--- src/sv/key_value_table_insert_lookup_assert.svh ---
// Assertion macros for the key/value table RTL.
`ifndef KEY_VALUE_TABLE_INSERT_LOOKUP_ASSERT_SVH
`define KEY_VALUE_TABLE_INSERT_LOOKUP_ASSERT_SVH

// Checks a property on every rising edge of clk while reset is released.
`define KVT_ASSERT(lbl, prop, msg) \
	lbl: assert property (@(posedge clk) disable iff (!arst_n) prop) else $error(msg);

// Checks that a cause in one cycle is followed by an effect in the next cycle.
`define KVT_ASSERT_NEXT(lbl, cause, effect, msg) \
	lbl: assert property (@(posedge clk) disable iff (!arst_n) (cause) |=> (effect)) \
		else $error(msg);

`endif

--- src/sv/kvt_pkg.sv ---
// Package with the search word type and status codes of the key/value table.
`default_nettype none
package kvt_pkg;

	localparam int KEY_W    = 32;
	localparam int DATA_W   = 32;
	localparam int STATUS_W = 3;
	localparam int OUT_IDX_W = 6;

	// Kinds of input word.
	localparam logic KIND_LOOKUP = 1'b0;
	localparam logic KIND_INSERT = 1'b1;

	// Result status codes.
	localparam logic [STATUS_W-1:0] ST_HIT      = 3'd0;
	localparam logic [STATUS_W-1:0] ST_MISS     = 3'd1;
	localparam logic [STATUS_W-1:0] ST_UPDATED  = 3'd2;
	localparam logic [STATUS_W-1:0] ST_INSERTED = 3'd3;
	localparam logic [STATUS_W-1:0] ST_FULL     = 3'd4;

	// Search word that walks down the row of cells.
	// data holds the insert value, or the stored value once a lookup has hit.
	typedef struct packed {
		logic              live;
		logic              kind;
		logic              found;
		logic [KEY_W-1:0]  key;
		logic [DATA_W-1:0] data;
	} token_t;

endpackage
`default_nettype wire

--- src/sv/kvt_cell.sv ---
// One table cell: holds a key/value pair and passes the search word to the next cell.
`default_nettype none
module kvt_cell #(
	parameter int CAPACITY = 64,
	localparam int IDX_W = $clog2(CAPACITY),
	localparam int CNT_W = $clog2(CAPACITY + 1)
) (
	input  logic                        clk,
	input  logic                        arst_n,
	input  logic [IDX_W-1:0]            cell_index,
	input  logic [CNT_W-1:0]            entry_count,
	input  kvt_pkg::token_t             tok_in,
	input  logic [IDX_W-1:0]            hit_index_in,
	output kvt_pkg::token_t             tok_out,
	output logic [IDX_W-1:0]            hit_index_out,
	input  logic                        append,
	input  logic [kvt_pkg::KEY_W-1:0]   append_key,
	input  logic [kvt_pkg::DATA_W-1:0]  append_value
);
	import kvt_pkg::*;

	logic [KEY_W-1:0]  key_q;
	logic [DATA_W-1:0] value_q;
	logic              used;
	logic              hit;
	logic              append_here;
	token_t            tok_q;
	logic [IDX_W-1:0]  hit_index_q;

	// The entry is in use when its index lies below the entry count.
	assign used        = CNT_W'(cell_index) < entry_count;
	assign hit         = tok_in.live && !tok_in.found && used && (key_q == tok_in.key);
	assign append_here = append && (CNT_W'(cell_index) == entry_count);

	// Stored pair: written by an append at this index or by an update that hits here.
	always_ff @(posedge clk) begin
		if (append_here) begin
			key_q   <= append_key;
			value_q <= append_value;
		end else if (hit && tok_in.kind == KIND_INSERT) begin
			value_q <= tok_in.data;
		end
	end

	// Hand-off register: the first hit records its index and, for a lookup, the stored value.
	always_ff @(posedge clk or negedge arst_n) begin
		if (!arst_n) begin
			tok_q       <= '0;
			hit_index_q <= '0;
		end else begin
			tok_q.live  <= tok_in.live;
			tok_q.kind  <= tok_in.kind;
			tok_q.key   <= tok_in.key;
			tok_q.found <= tok_in.found || hit;
			if (hit && tok_in.kind == KIND_LOOKUP) begin
				tok_q.data <= value_q;
			end else begin
				tok_q.data <= tok_in.data;
			end
			if (hit) begin
				hit_index_q <= cell_index;
			end else begin
				hit_index_q <= hit_index_in;
			end
		end
	end

	assign tok_out       = tok_q;
	assign hit_index_out = hit_index_q;

endmodule
`default_nettype wire

--- config.mk ---
export PLATFORM = sky130hd
export DESIGN_NAME = kvt_cell
export DESIGN_NICKNAME = d
export VERILOG_FILES = /design/src/sv/key_value_table_insert_lookup_assert.svh /design/src/sv/kvt_pkg.sv /design/src/sv/kvt_cell.sv
export SDC_FILE = /design/constraint.sdc
export NUM_CORES = 1
export LEC_CHECK = 0
export BUFFER_PORTS_ARGS = -buffer_cell sky130_fd_sc_hd__clkbuf_2
export CORE_UTILIZATION = 51
export CTS_BUF_LIST = sky130_fd_sc_hd__clkbuf_16
export DETAILED_ROUTE_END_ITERATION = 12
export PLACE_DENSITY = 0.88
export SLEW_MARGIN = 15
export SYNTH_ARGS = -nofsm -noshare
export SYNTH_HDL_FRONTEND = slang
export SYNTH_SLANG_ARGS = --single-unit
--- constraint.sdc ---
create_clock -name clk -period 8.4 [get_ports clk]
set_input_delay 1.26 -clock clk [delete_from_list [all_inputs] [get_ports clk]]
set_output_delay 1.26 -clock clk [all_outputs]
set_load 0.02 [all_outputs]
==> impl_results.md, run 1 <==
* CTS max path bufs at 2
* Sequential Power Share at 0.474
* EDFF count, synth at 64
* Skew final at 0.00564 ns
* R2R setup slack at 5.48 ns
* DRC errors left at 0
* Netlist cell types at 34
* Antenna fix cells at 0
* Routed vias at 3,658
* WP data required at 8.42 ns
* Top_reg_cell synth: dfrtp_1
* Hold path start: value_q[15]$_DFFE_PP_
* Crit path launch type: primary input
* Max-slew headroom at 0.322
* Post-Route M1 WL at 4.48 mm
* Largest net degree at the start of global routing at 74
* Nets at 757
* Max layer used: met4
* Core Area at 9860 um2
* Vias in the first global route at 3,825
* Top-count cell post-synth: nand2_1
* Worst skew pair latency at 0.40 ns
* Die area at 10,700 um2
* Final Cell Area at 7060 um2
* Post-synth top area cell: edfxtp_1
* Int Pwr at 1.19 mW
* Commonest cells post-synth: 98 x nand2_1, 73 x dfrtp_1, 64 x edfxtp_1
* PortBufs at 225
* Die Wd at 104 um
* First-pass GRT wire length at 18.8 mm
* Number of max-cap violations at 0
* Area Growth Syn to Fin at 34.3%
* Asr flop ratio synth at 0.533
* Critical Path End Type: flip-flop
* Post-route antenna net violation count at 0
* Cell family with most CP delay: compound AO/OA/AOI/OAI gates
* Clock sink total at 137
* Worst setup path class: in -> reg
* Postcts setup bufs at 0
* WP data arrival at 3.72 ns
* Worst path cell trace: clkbuf_2 > ha_1 > a21oi_1 > a21oi_1 > a211oi_1 > o2111ai_2 > or2_1 > o21ai_4
* GPL Wtd Cong at 0.833
* Dpl hpwl at 8.42 mm
* Cell depth of the worst setup path at 8
* Pre-Repair DR Iteration Count at 7
* #FFs+latches synth at 137
* Vias per cell at 4.92
* Hold Path Class: reg -> reg
* Clk pwr share at 0.442
* Max incr delay on CP at 0.85 ns
* Leakage power at 3.35 nW
* Post-synth top area share at 0.365
* H-tree Lvls at 4
* Switching share of power at 0.228
* Rows at 36
* Synth Instances at 362
* Met2 wire length at 6.36 mm
* R2r worst-path depth at 6
* Min cycle time layout at 3.71 ns
* FF-to-FF End: value_q[24]$_DFFE_PP_
* CTS Root Cell: clkbuf_16
* Mapped Nets at 521
* Post-Route Setup TNS at 0 ns
* RSZ-0062 raised after global routing: no
* CP max FO at 32
* Cts-stage hold buffer count at 0
* Die outline height at 104 um
* Layout cells sized above 1 at 0.491
* Initial antenna violation count at 0
* Syn Std Cell Area at 5260 um2
* Fmax at 0.270 GHz
* Overall power at 1.54 mW
* Starting DRC count in detailed routing at 145
* Synth top area cells: edfxtp_1 37%, dfrtp_1 35%, nand2_1 7.0%
* Status: finished clean
* Max Slew Vio Count at 0
* Fin crit share at 0.441
* Worst Hold Path EP: tok_out[15]$_DFF_PN0_
* CTS tree: yes
* Crit-path most repeated cell: a21oi_1
* Initial core utilization at 0.533
* DP Area at 6510 um2
* Final setup violation count at 0
* Origin of the critical flop-to-flop path: key_q[0]$_DFFE_PN_
* Total Wirelength at 11.7 mm
* Drt wl/cell at 15.7 um
* Post-CTS resize count at 0
* Syn_area_per_cell at 14.5 um2
* Total grt overflow at 0
* Crit path max-delay cell type: o21ai_4
* Final Hold Violating Endpoints at 0
* Cell Pwr Density at 218 nW/um2
* Hold depth at 1
* Worst Tran Pin Value at 1.01 ns
* Comb power frac at 0.084
* Maximum VDD drop at 0.123 mV
* Seq/Total Area, Yosys at 0.713
* GRT Overall Usage at 0.231
* Num CTS Buffers at 17
* Sw Pwr at 0.350 mW
* Synth Warn # at 0
* FILL cells at 663
* WL met3 at 532 um
* Worst path bufs/invs at 1
* Io pins at 226
* Clock transition at path regs at 0.06 ns
-- layer usage --
layer	track usage	up-vias
li1	-	1714
met1	0.268	1773
met2	0.402	142
met3	0.0503	29
met4	0.121	0
met5	0	-
-- kinds of logic (layout without fill, tap and decap cells) --
| group | after synthesis | count (layout) | share of synthesized area |
|---|---|---|---|
| adders and majority gates | 6 | 6 | 0.0143 |
| AOI/OAI and AO/OA | 15 | 15 | 0.0243 |
| muxes | 37 | 37 | 0.0899 |
| xor gates and xnor gates | 25 | 25 | 0.0416 |
| buffers and inverters | 26 | 275 | 0.0250 |
| DFF | 137 | 137 | 0.713 |
| and+or+nand+nor | 116 | 116 | 0.0921 |
-- worst reg2reg max path: cells and delay by family (launching register included) --
family | cells | cell delay [ns]
AO/OA/AOI/OAI | 3 | 1.40
AND/OR/NAND/NOR | 2 | 0.56
flip-flops | 1 | 0.39
XOR/XNOR | 1 | 0.16
-- power by group through the flow --
stage	combinational [mW]	sequential (mW)	clock [mW]
2_1_floorplan	0.0317	0.766	0
3_3_place_gp	0.125	0.741	0
3_5_place_dp	0.129	0.743	0
4_1_cts	0.130	0.730	0.691
5_1_grt	0.140	0.731	0.723
6_report	0.128	0.729	0.680
-- metrics by stage --
step,setup WS (ns),hold WS [ns],util,instances
4_1_cts,4.67,0.478,0.716,744
2_1_floorplan,3.05,0.454,-,362
5_1_grt,4.49,0.484,0.716,744
6_report,4.69,0.473,0.716,744
3_3_place_gp,4.36,0.460,0.660,712
3_5_place_dp,4.24,0.463,0.660,712
-- sequential cells by signal (all words and copies together) (netlist names) --
signal and flops:
value_q 32, tok_out 67, key_q 32, hit_index_out 6
-- placed cells by master (no fill, tap or decap), types with 5 or more instances in the layout --
master / n
nand2_1: 98
clkinv_2: 5
ha_1: 6
xnor2_1: 21
dfrtp_1: 73
mux2_2: 22
edfxtp_1: 64
clkbuf_2: 224
clkbuf_16: 17
mux2_4: 15
inv_1: 15
-- cell type report --
class	count	area, um2	area share
Timing Repair Buffer	227	1140	0.162
Sequential cell	137	3750	0.531
Multi-Input combinational cell	199	1390	0.197
Clock buffer	17	425	0.0602
Clock inverter	15	128	0.0181
Tap cell	133	166	0.0236
Inverter	16	61.3	0.00868
-- worst max-delay path by stage --
stage / from / endpoint / slack (ns)
2_1_floorplan: entry_count[2] / value_q[0]$_DFFE_PP_ / 3.05
3_3_place_gp: cell_index[2] / value_q[26]$_DFFE_PP_ / 4.36
3_5_place_dp: entry_count[2] / value_q[22]$_DFFE_PP_ / 4.24
4_1_cts: cell_index[2] / value_q[24]$_DFFE_PP_ / 4.67
5_1_grt: entry_count[2] / value_q[19]$_DFFE_PP_ / 4.49
6_report: cell_index[2] / value_q[24]$_DFFE_PP_ / 4.69
(Power assumes the default switching activity.)
==> run 2: changes to the inputs <==
--- a/config.mk
+++ b/config.mk
@@ -5,11 +5,12 @@
 export SDC_FILE = /design/constraint.sdc
 export NUM_CORES = 1
 export LEC_CHECK = 0
+export ABC_AREA = 1
 export BUFFER_PORTS_ARGS = -buffer_cell sky130_fd_sc_hd__clkbuf_2
-export CORE_UTILIZATION = 51
+export CORE_UTILIZATION = 48
 export CTS_BUF_LIST = sky130_fd_sc_hd__clkbuf_16
 export DETAILED_ROUTE_END_ITERATION = 12
-export PLACE_DENSITY = 0.88
+export PLACE_DENSITY = 0.83
 export SLEW_MARGIN = 15
 export SYNTH_ARGS = -nofsm -noshare
 export SYNTH_HDL_FRONTEND = slang
==> constraint.sdc (replaced) <==
create_clock -name clk -period 3.9 [get_ports clk]
set_input_delay 0.585 -clock clk [delete_from_list [all_inputs] [get_ports clk]]
set_output_delay 0.585 -clock clk [all_outputs]
set_load 0.02 [all_outputs]
==> run 2 against run 1 <==
Cell count is 26% higher. Global-route usage is 1.2 points higher. Synthesized cell count is 53% higher. Register-to-register slack worse by 4.1 ns. First-iteration DRC count is 110% higher. Worst setup slack worse by 3.4 ns. Sequential share of layout area is 2.3 points lower. Sequential power is 120% higher. Design area is 4.6% higher. Critical endpoint is now tok_out[20]$_DFF_PN0_. Largest cell class unchanged. Highest routed layer unchanged.
==> impl_results.md, run 2 <==
* Multi-input logic area at 1490 um2 (+7.5%)
* Max Slew Vio Count at 0 (unchanged)
* Crit path max-delay cell type: nand3_2
* Post-route antenna net violation count at 0 (unchanged)
* WP data arrival at 2.93 ns (-0.79 ns)
* Critical Path End Type: flip-flop
* Post-CTS resize count at 0 (unchanged)
* Maximum VDD drop at 0.341 mV (+180%)
* Hold Path Class: in -> reg
* Nets at 944 (+25%)
* Crit path launch type: primary input
* Overall power at 3.34 mW (+120%)
* Final Cell Area at 7390 um2 (+4.6%)
* Worst setup path class: in -> reg
* FILL cells at 891 (+34%)
* Commonest cells post-synth: 247 x nand2_1, 73 x dfrtp_1, 64 x edfxtp_1
* Vias in the first global route at 4,493 (+17%)
* Syn_area_per_cell at 10.0 um2 (-31%)
* CTS Root Cell: clkbuf_16
* #FFs+latches synth at 137 (unchanged)
* Total Wirelength at 14.0 mm (+19%)
* GRT Overall Usage at 0.243 (+0.0125)
* Dpl hpwl at 10.2 mm (+21%)
* Layout cells sized above 1 at 0.335 (-0.156)
* Fmax at 0.378 GHz
* Syn Std Cell Area at 5560 um2 (+5.8%)
* Routed vias at 4,524 (+24%)
* Rows at 38 (+5.6%)
* Post-route insts no fill at 938 (+26%)
* Core Area at 11,100 um2 (+12%)
* CP max FO at 38 (+19%)
* Starting DRC count in detailed routing at 308 (+110%)
* Die area at 12,000 um2 (+12%)
* Initial antenna violation count at 0 (unchanged)
* Worst skew pair latency at 0.41 ns (about the same)
* Most frequent cells in the layout: 247 x nand2_1, 224 x clkbuf_2, 73 x dfrtp_1, 64 x edfxtp_1, 59 x inv_1
* H-tree Lvls at 4 (unchanged)
* Postcts setup bufs at 0 (unchanged)
* Utilization after layout at 0.667 (-0.0492)
* Post-Route Setup TNS at 0 ns (unchanged)
* Mapped Nets at 713 (+37%)
* Max incr delay on CP at 0.65 ns (-0.20 ns)
* Vias per cell at 4.82 (-1.9%)
* CTS max path bufs at 2 (unchanged)
* RSZ-0062 raised after global routing: no
* Synth top area cells: edfxtp_1 35%, dfrtp_1 33%, nand2_1 17%
* Die Wd at 110 um (+5.9%)
* CTS tree: yes
* Number of max-cap violations at 0 (unchanged)
* Io pins at 226 (unchanged)
* Area Growth Syn to Fin at 32.8%
* Netlist cell types at 22 (-35%)
* Skew final at 0.0134 ns (+0.00774 ns)
* DP Area at 6830 um2 (+5.0%)
* Num CTS Buffers at 17 (unchanged)
* Seq. cell area at 3750 um2 (unchanged)
* DRC errors left at 0 (unchanged)
* Max-slew headroom at 0.368 (+0.0464)
* Largest net degree at the start of global routing at 74 (unchanged)
* EDFF count, synth at 64 (unchanged)
* First-pass GRT wire length at 21.5 mm (+14%)
* Crit-path most repeated cell: nand2_1
* Post-synth top area cell: edfxtp_1
* Top_reg_cell synth: dfrtp_1
* Worst path cell trace: clkbuf_2 > ha_1 > inv_1 > nor2_1 > a21oi_1 > nand4_1 > nor2_4 > buf_4 > nand3_2 > nand2_1 > nand2_1
* Worst Tran Pin Value at 0.947 ns (-0.0657 ns)
* Clock sink total at 137 (unchanged)
* Seq/Total Area, Yosys at 0.674 (-0.0390)
* Top-count cell post-synth: nand2_1
* Synth Instances at 554 (+53%)
* Fin crit share at 0.678
* Pre-Repair DR Iteration Count at 7 (unchanged)
* Synth Warn # at 0 (unchanged)
* GPL Wtd Cong at 0.796 (-4.5%)
* WP data required at 4.19 ns (-4.23 ns)
* Antenna fix cells at 0 (unchanged)
* Drt wl/cell at 14.9 um (-5.3%)
* Leakage power at 3.87 nW (+16%)
* Clock transition at path regs at 0.06 ns (about the same)
* Cell Pwr Density at 452 nW/um2 (+110%)
* Final Hold Violating Endpoints at 0 (unchanged)
* PortBufs at 225 (unchanged)
* Min cycle time layout at 2.64 ns
* Cts-stage hold buffer count at 0 (unchanged)
* Largest register FFs at 67 (unchanged)
* Final setup violation count at 0 (unchanged)
* Post-synth top area share at 0.345 (-0.0200)
* Commonest non-fill, non-tap cell in the layout: nand2_1
* Total grt overflow at 0 (unchanged)
* Initial core utilization at 0.502 (-0.0310)
* Dpl cells at 906 (+27%)
* Asr flop ratio synth at 0.533 (unchanged)
* Die outline height at 110 um (+5.9%)
* Status: finished clean
-- run 2: cell types whose count changed after synthesis, sizes merged, moves of 3 or more --
| cell | change |
|---|---|
| xor2 | -3 |
| mux2 | -37 |
| o22ai | -3 |
| nand2 | +150 |
| nor2 | +23 |
| xnor2 | -17 |
| nand4 | +32 |
| nand3 | +3 |
| o21ai | +6 |
| inv | +42 |
| buf | +10 |
-- run 2: final timing paths --
check / from / to / slack (ns) / depth (start not counted)
worst max-delay path: cell_index[5] / tok_out[20]$_DFF_PN0_ / 1.26 / 11
worst min-delay path: tok_in[65] / tok_out[65]$_DFF_PN0_ / 0.32 / 1
worst max register to register: key_q[27]$_DFFE_PN_ / tok_out[20]$_DFF_PN0_ / 1.37 / 11
worst min register to register: value_q[9]$_DFFE_PP_ / tok_out[9]$_DFF_PN0_ / 0.48 / 2
max in group asynchronous: arst_n / tok_out[4]$_DFF_PN0_ / 2.95 / 1
min in group asynchronous: arst_n / tok_out[47]$_DFF_PN0_ / 0.33 / 1
-- run 2: final cells by class --
| type | instances | area share |
|---|---|---|
| Clock buffer | 17 | 0.0576 |
| Clock inverter | 15 | 0.0174 |
| Inverter | 59 | 0.0300 |
| Multi-Input combinational cell | 338 | 0.202 |
| Sequential cell | 137 | 0.507 |
| Tap cell | 140 | 0.0237 |
| Timing Repair Buffer | 232 | 0.162 |
-- run 2: critical path: cells and delay by family --
family,cells,cell delay (ns)
AOI/OAI and AO/OA,1,0.16
adders and majority gates,1,0.29
buffers and inverters,3,0.55
and+or+nand+nor,6,1.34
-- run 2: kinds of logic (layout without fill, tap and decap cells) --
kind of cell | after synthesis | count (layout) | share of synthesized area
AO/OA/AOI/OAI | 11 | 11 | 0.00990
XOR/XNOR | 5 | 5 | 0.00787
adder cells (fa/ha/maj) | 6 | 6 | 0.0135
buffers and inverters | 79 | 323 | 0.0614
flip-flops | 137 | 137 | 0.674
AND/OR/NAND/NOR | 316 | 316 | 0.233
-- run 2: metrics by stage --
| stage | hold WS (ns) | setup WS, ns |
|---|---|---|
| global route | 0.304 | 1.01 |
| global placement | 0.473 | 0.893 |
| floorplan | 0.289 | 0.372 |
| finish | 0.316 | 1.26 |
| detailed placement | 0.482 | 0.821 |
| CTS | 0.305 | 1.24 |
-- run 2: power breakdown --
| part | switching (mW) | leakage (nW) | internal, mW | total, mW |
|---|---|---|---|---|
| sequential | 0.0128 | 1.43 | 1.56 | 1.57 |
| combinational | 0.173 | 2.18 | 0.112 | 0.286 |
| clock | 0.610 | 0.263 | 0.877 | 1.49 |
-- run 2: per-layer routing --
layer	GRT usage	routed length, um	vias up
met5	0	0	-
met3	0.0462	748	29
met4	0.104	332	0
li1	-	-	2229
met2	0.420	7260	176
met1	0.300	5650	2090
==> run 3: changes to the inputs <==
--- a/config.mk
+++ b/config.mk
@@ -7,10 +7,10 @@
 export LEC_CHECK = 0
 export ABC_AREA = 1
 export BUFFER_PORTS_ARGS = -buffer_cell sky130_fd_sc_hd__clkbuf_2
-export CORE_UTILIZATION = 48
+export CORE_UTILIZATION = 44
 export CTS_BUF_LIST = sky130_fd_sc_hd__clkbuf_16
 export DETAILED_ROUTE_END_ITERATION = 12
-export PLACE_DENSITY = 0.83
+export PLACE_DENSITY = 0.8
 export SLEW_MARGIN = 15
 export SYNTH_ARGS = -nofsm -noshare
 export SYNTH_HDL_FRONTEND = slang
==> constraint.sdc (replaced) <==
create_clock -name clk -period 2.2 [get_ports clk]
set_input_delay 0.33 -clock clk [delete_from_list [all_inputs] [get_ports clk]]
set_output_delay 0.33 -clock clk [all_outputs]
set_load 0.02 [all_outputs]
==> run 3 against run 2 <==
Total power is 74% higher. First-iteration DRC count grew 12%. Clock skew is 0.0024 ns lower. Global-route usage is 1.7 points lower. Hold slack lost 0.27 ns. Sequential share of layout area is 1.3 points lower. Routed wire length up 0.11%. Clock power rose by 68%. Sequential power grew 78%. Critical path type is now reg -> reg. Critical endpoint is now value_q[23]$_DFFE_PP_. Highest routed layer unchanged.
==> impl_results.md, run 3 (same netlist as run 2, synthesis figures left out) <==
* Total Wirelength at 14.0 mm (+0.11%)
* Antenna fix cells at 0 (unchanged)
* Final setup violation count at 0 (unchanged)
* PortBufs at 225 (unchanged)
* Clock transition at path regs at 0.06 ns (about the same)
* Seq. cell area at 3750 um2 (unchanged)
* Fmax at 0.511 GHz
* Crit path launch type: flip-flop
* Fin crit share at 0.890
* Initial antenna violation count at 0 (unchanged)
* Worst Tran Pin Value at 0.480 ns (-0.468 ns)
* Largest net degree at the start of global routing at 38 (-49%)
* First-pass GRT wire length at 21.9 mm (+1.8%)
* Utilization after layout at 0.624 (-0.0433)
* Leakage power at 3.93 nW (+1.8%)
* Io pins at 226 (unchanged)
* Largest register FFs at 67 (unchanged)
* DRC errors left at 0 (unchanged)
* Hold Path Class: in -> reg
* Die area at 13,100 um2 (+8.9%)
* Critical Path End Type: flip-flop
* Pre-Repair DR Iteration Count at 5 (-2)
* Cell Pwr Density at 765 nW/um2 (+69%)
* Post-route antenna net violation count at 0 (unchanged)
* Vias in the first global route at 4,501 (+0.18%)
* Min cycle time layout at 1.96 ns
* Total grt overflow at 0 (unchanged)
* Initial core utilization at 0.457 (-0.0447)
* Max-slew headroom at 0.680 (+0.312)
* Maximum VDD drop at 0.431 mV (+26%)
* Starting DRC count in detailed routing at 346 (+12%)
* FILL cells at 1,049 (+18%)
* CTS max path bufs at 2 (unchanged)
* Rows at 40 (+5.3%)
* Final Hold Violating Endpoints at 0 (unchanged)
* Vias per cell at 4.66 (-3.4%)
* Post-Route Setup TNS at 0 ns (unchanged)
* Die Wd at 114 um (+4.4%)
* Commonest non-fill, non-tap cell in the layout: nand2_1
* H-tree Lvls at 4 (unchanged)
* Num CTS Buffers at 17 (unchanged)
* Status: finished clean
* CTS Root Cell: clkbuf_16
* Layout cells sized above 1 at 0.344 (+0.00947)
* Clock sink total at 137 (unchanged)
* Dpl hpwl at 10.6 mm (+4.1%)
* WP data arrival at 2.07 ns (-0.86 ns)
* Worst setup margin at 0.242 ns (-1.02 ns)
* Multi-input logic area at 1550 um2 (+3.4%)
* WP data required at 2.32 ns (-1.87 ns)
* GPL Wtd Cong at 0.825 (+3.6%)
* Pre-CTS setup slack at 0.0323 ns (-0.788 ns)
* Overall power at 5.80 mW (+74%)
* Most frequent cells in the layout: 247 x nand2_1, 224 x clkbuf_2, 73 x dfrtp_1, 64 x edfxtp_1, 56 x inv_1
* Routed vias at 4,547 (+0.51%)
* Max Slew Vio Count at 0 (unchanged)
* Nets at 954 (+1.1%)
* Worst setup path class: reg -> reg
* CTS tree: yes
* RSZ-0062 raised after global routing: no
* Core Area at 12,200 um2 (+9.8%)
* Hold Slack at 0.0457 ns (-0.271 ns)
* Worst skew pair latency at 0.41 ns (about the same)
* Area Growth Syn to Fin at 36.3%
* Drt wl/cell at 14.3 um (-3.8%)
* CP max FO at 16 (-58%)
* GRT Overall Usage at 0.226 (-0.0171)
* Number of max-cap violations at 0 (unchanged)
* Skew final at 0.0110 ns (-0.00241 ns)
* Die outline height at 114 um (+4.4%)
-- run 3: worst max-delay path, stage by stage, from the launching register on --
cell	delay, ns
edfxtp_1	0.39
nand2_1	0.08
nand2_1	0.05
nor2_1	0.14
nand2_1	0.09
nor2_1	0.12
nand2_1	0.12
nor2_4	0.21
nand2_8	0.07
o21ai_4	0.23
buf_12	0.19
-- run 3: worst paths after layout --
kind                                         endpoint  cells after the start  slack [ns]            startpoint
worst max-delay path            value_q[23]$_DFFE_PP_                     10        0.24    key_q[2]$_DFFE_PN_
worst min-delay path            tok_out[54]$_DFF_PN0_                      1        0.05            tok_in[54]
worst max register to register  value_q[23]$_DFFE_PP_                     10        0.24    key_q[2]$_DFFE_PN_
worst min register to register   tok_out[2]$_DFF_PN0_                      2        0.50  value_q[2]$_DFFE_PP_
max in group asynchronous       tok_out[25]$_DFF_PN0_                      3        1.18                arst_n
min in group asynchronous       tok_out[57]$_DFF_PN0_                      2        0.44                arst_n
-- run 3: cell type report --
type                            instances  area share
Sequential cell                       137       0.494
Multi-Input combinational cell        338       0.204
Timing Repair Buffer                  242       0.174
Clock buffer                           17      0.0561
Inverter                               59      0.0312
Tap cell                              168      0.0277
Clock inverter                         15      0.0127
-- run 3: per-stage QoR --
stage          cells  cell area, um2
4_1_cts          976            7580
2_1_floorplan    554            5640
3_5_place_dp     943            7050
3_3_place_gp     943            7050
5_1_grt          976            7580
6_report         976            7580
-- run 3: power breakdown --
| group | switching (mW) | internal, mW | leakage (nW) |
|---|---|---|---|
| logic | 0.308 | 0.211 | 2.24 |
| clock network | 0.988 | 1.51 | 0.267 |
| registers | 0.0233 | 2.76 | 1.43 |
-- run 3: what timing repair did --
| item | CTS | global route |
|---|---|---|
| hold buffers | 1 | 0 |
| gates resized for setup | 0 | 0 |
| buffers inserted | 0 | 0 |
| hold endpoints to repair | 36 | 0 |
-- run 3: routing by layer --
metal,GRT usage,wire [um]
met3,0.0641,1190
met1,0.260,5560
met2,0.394,6900
met4,0.101,350
met5,0,0
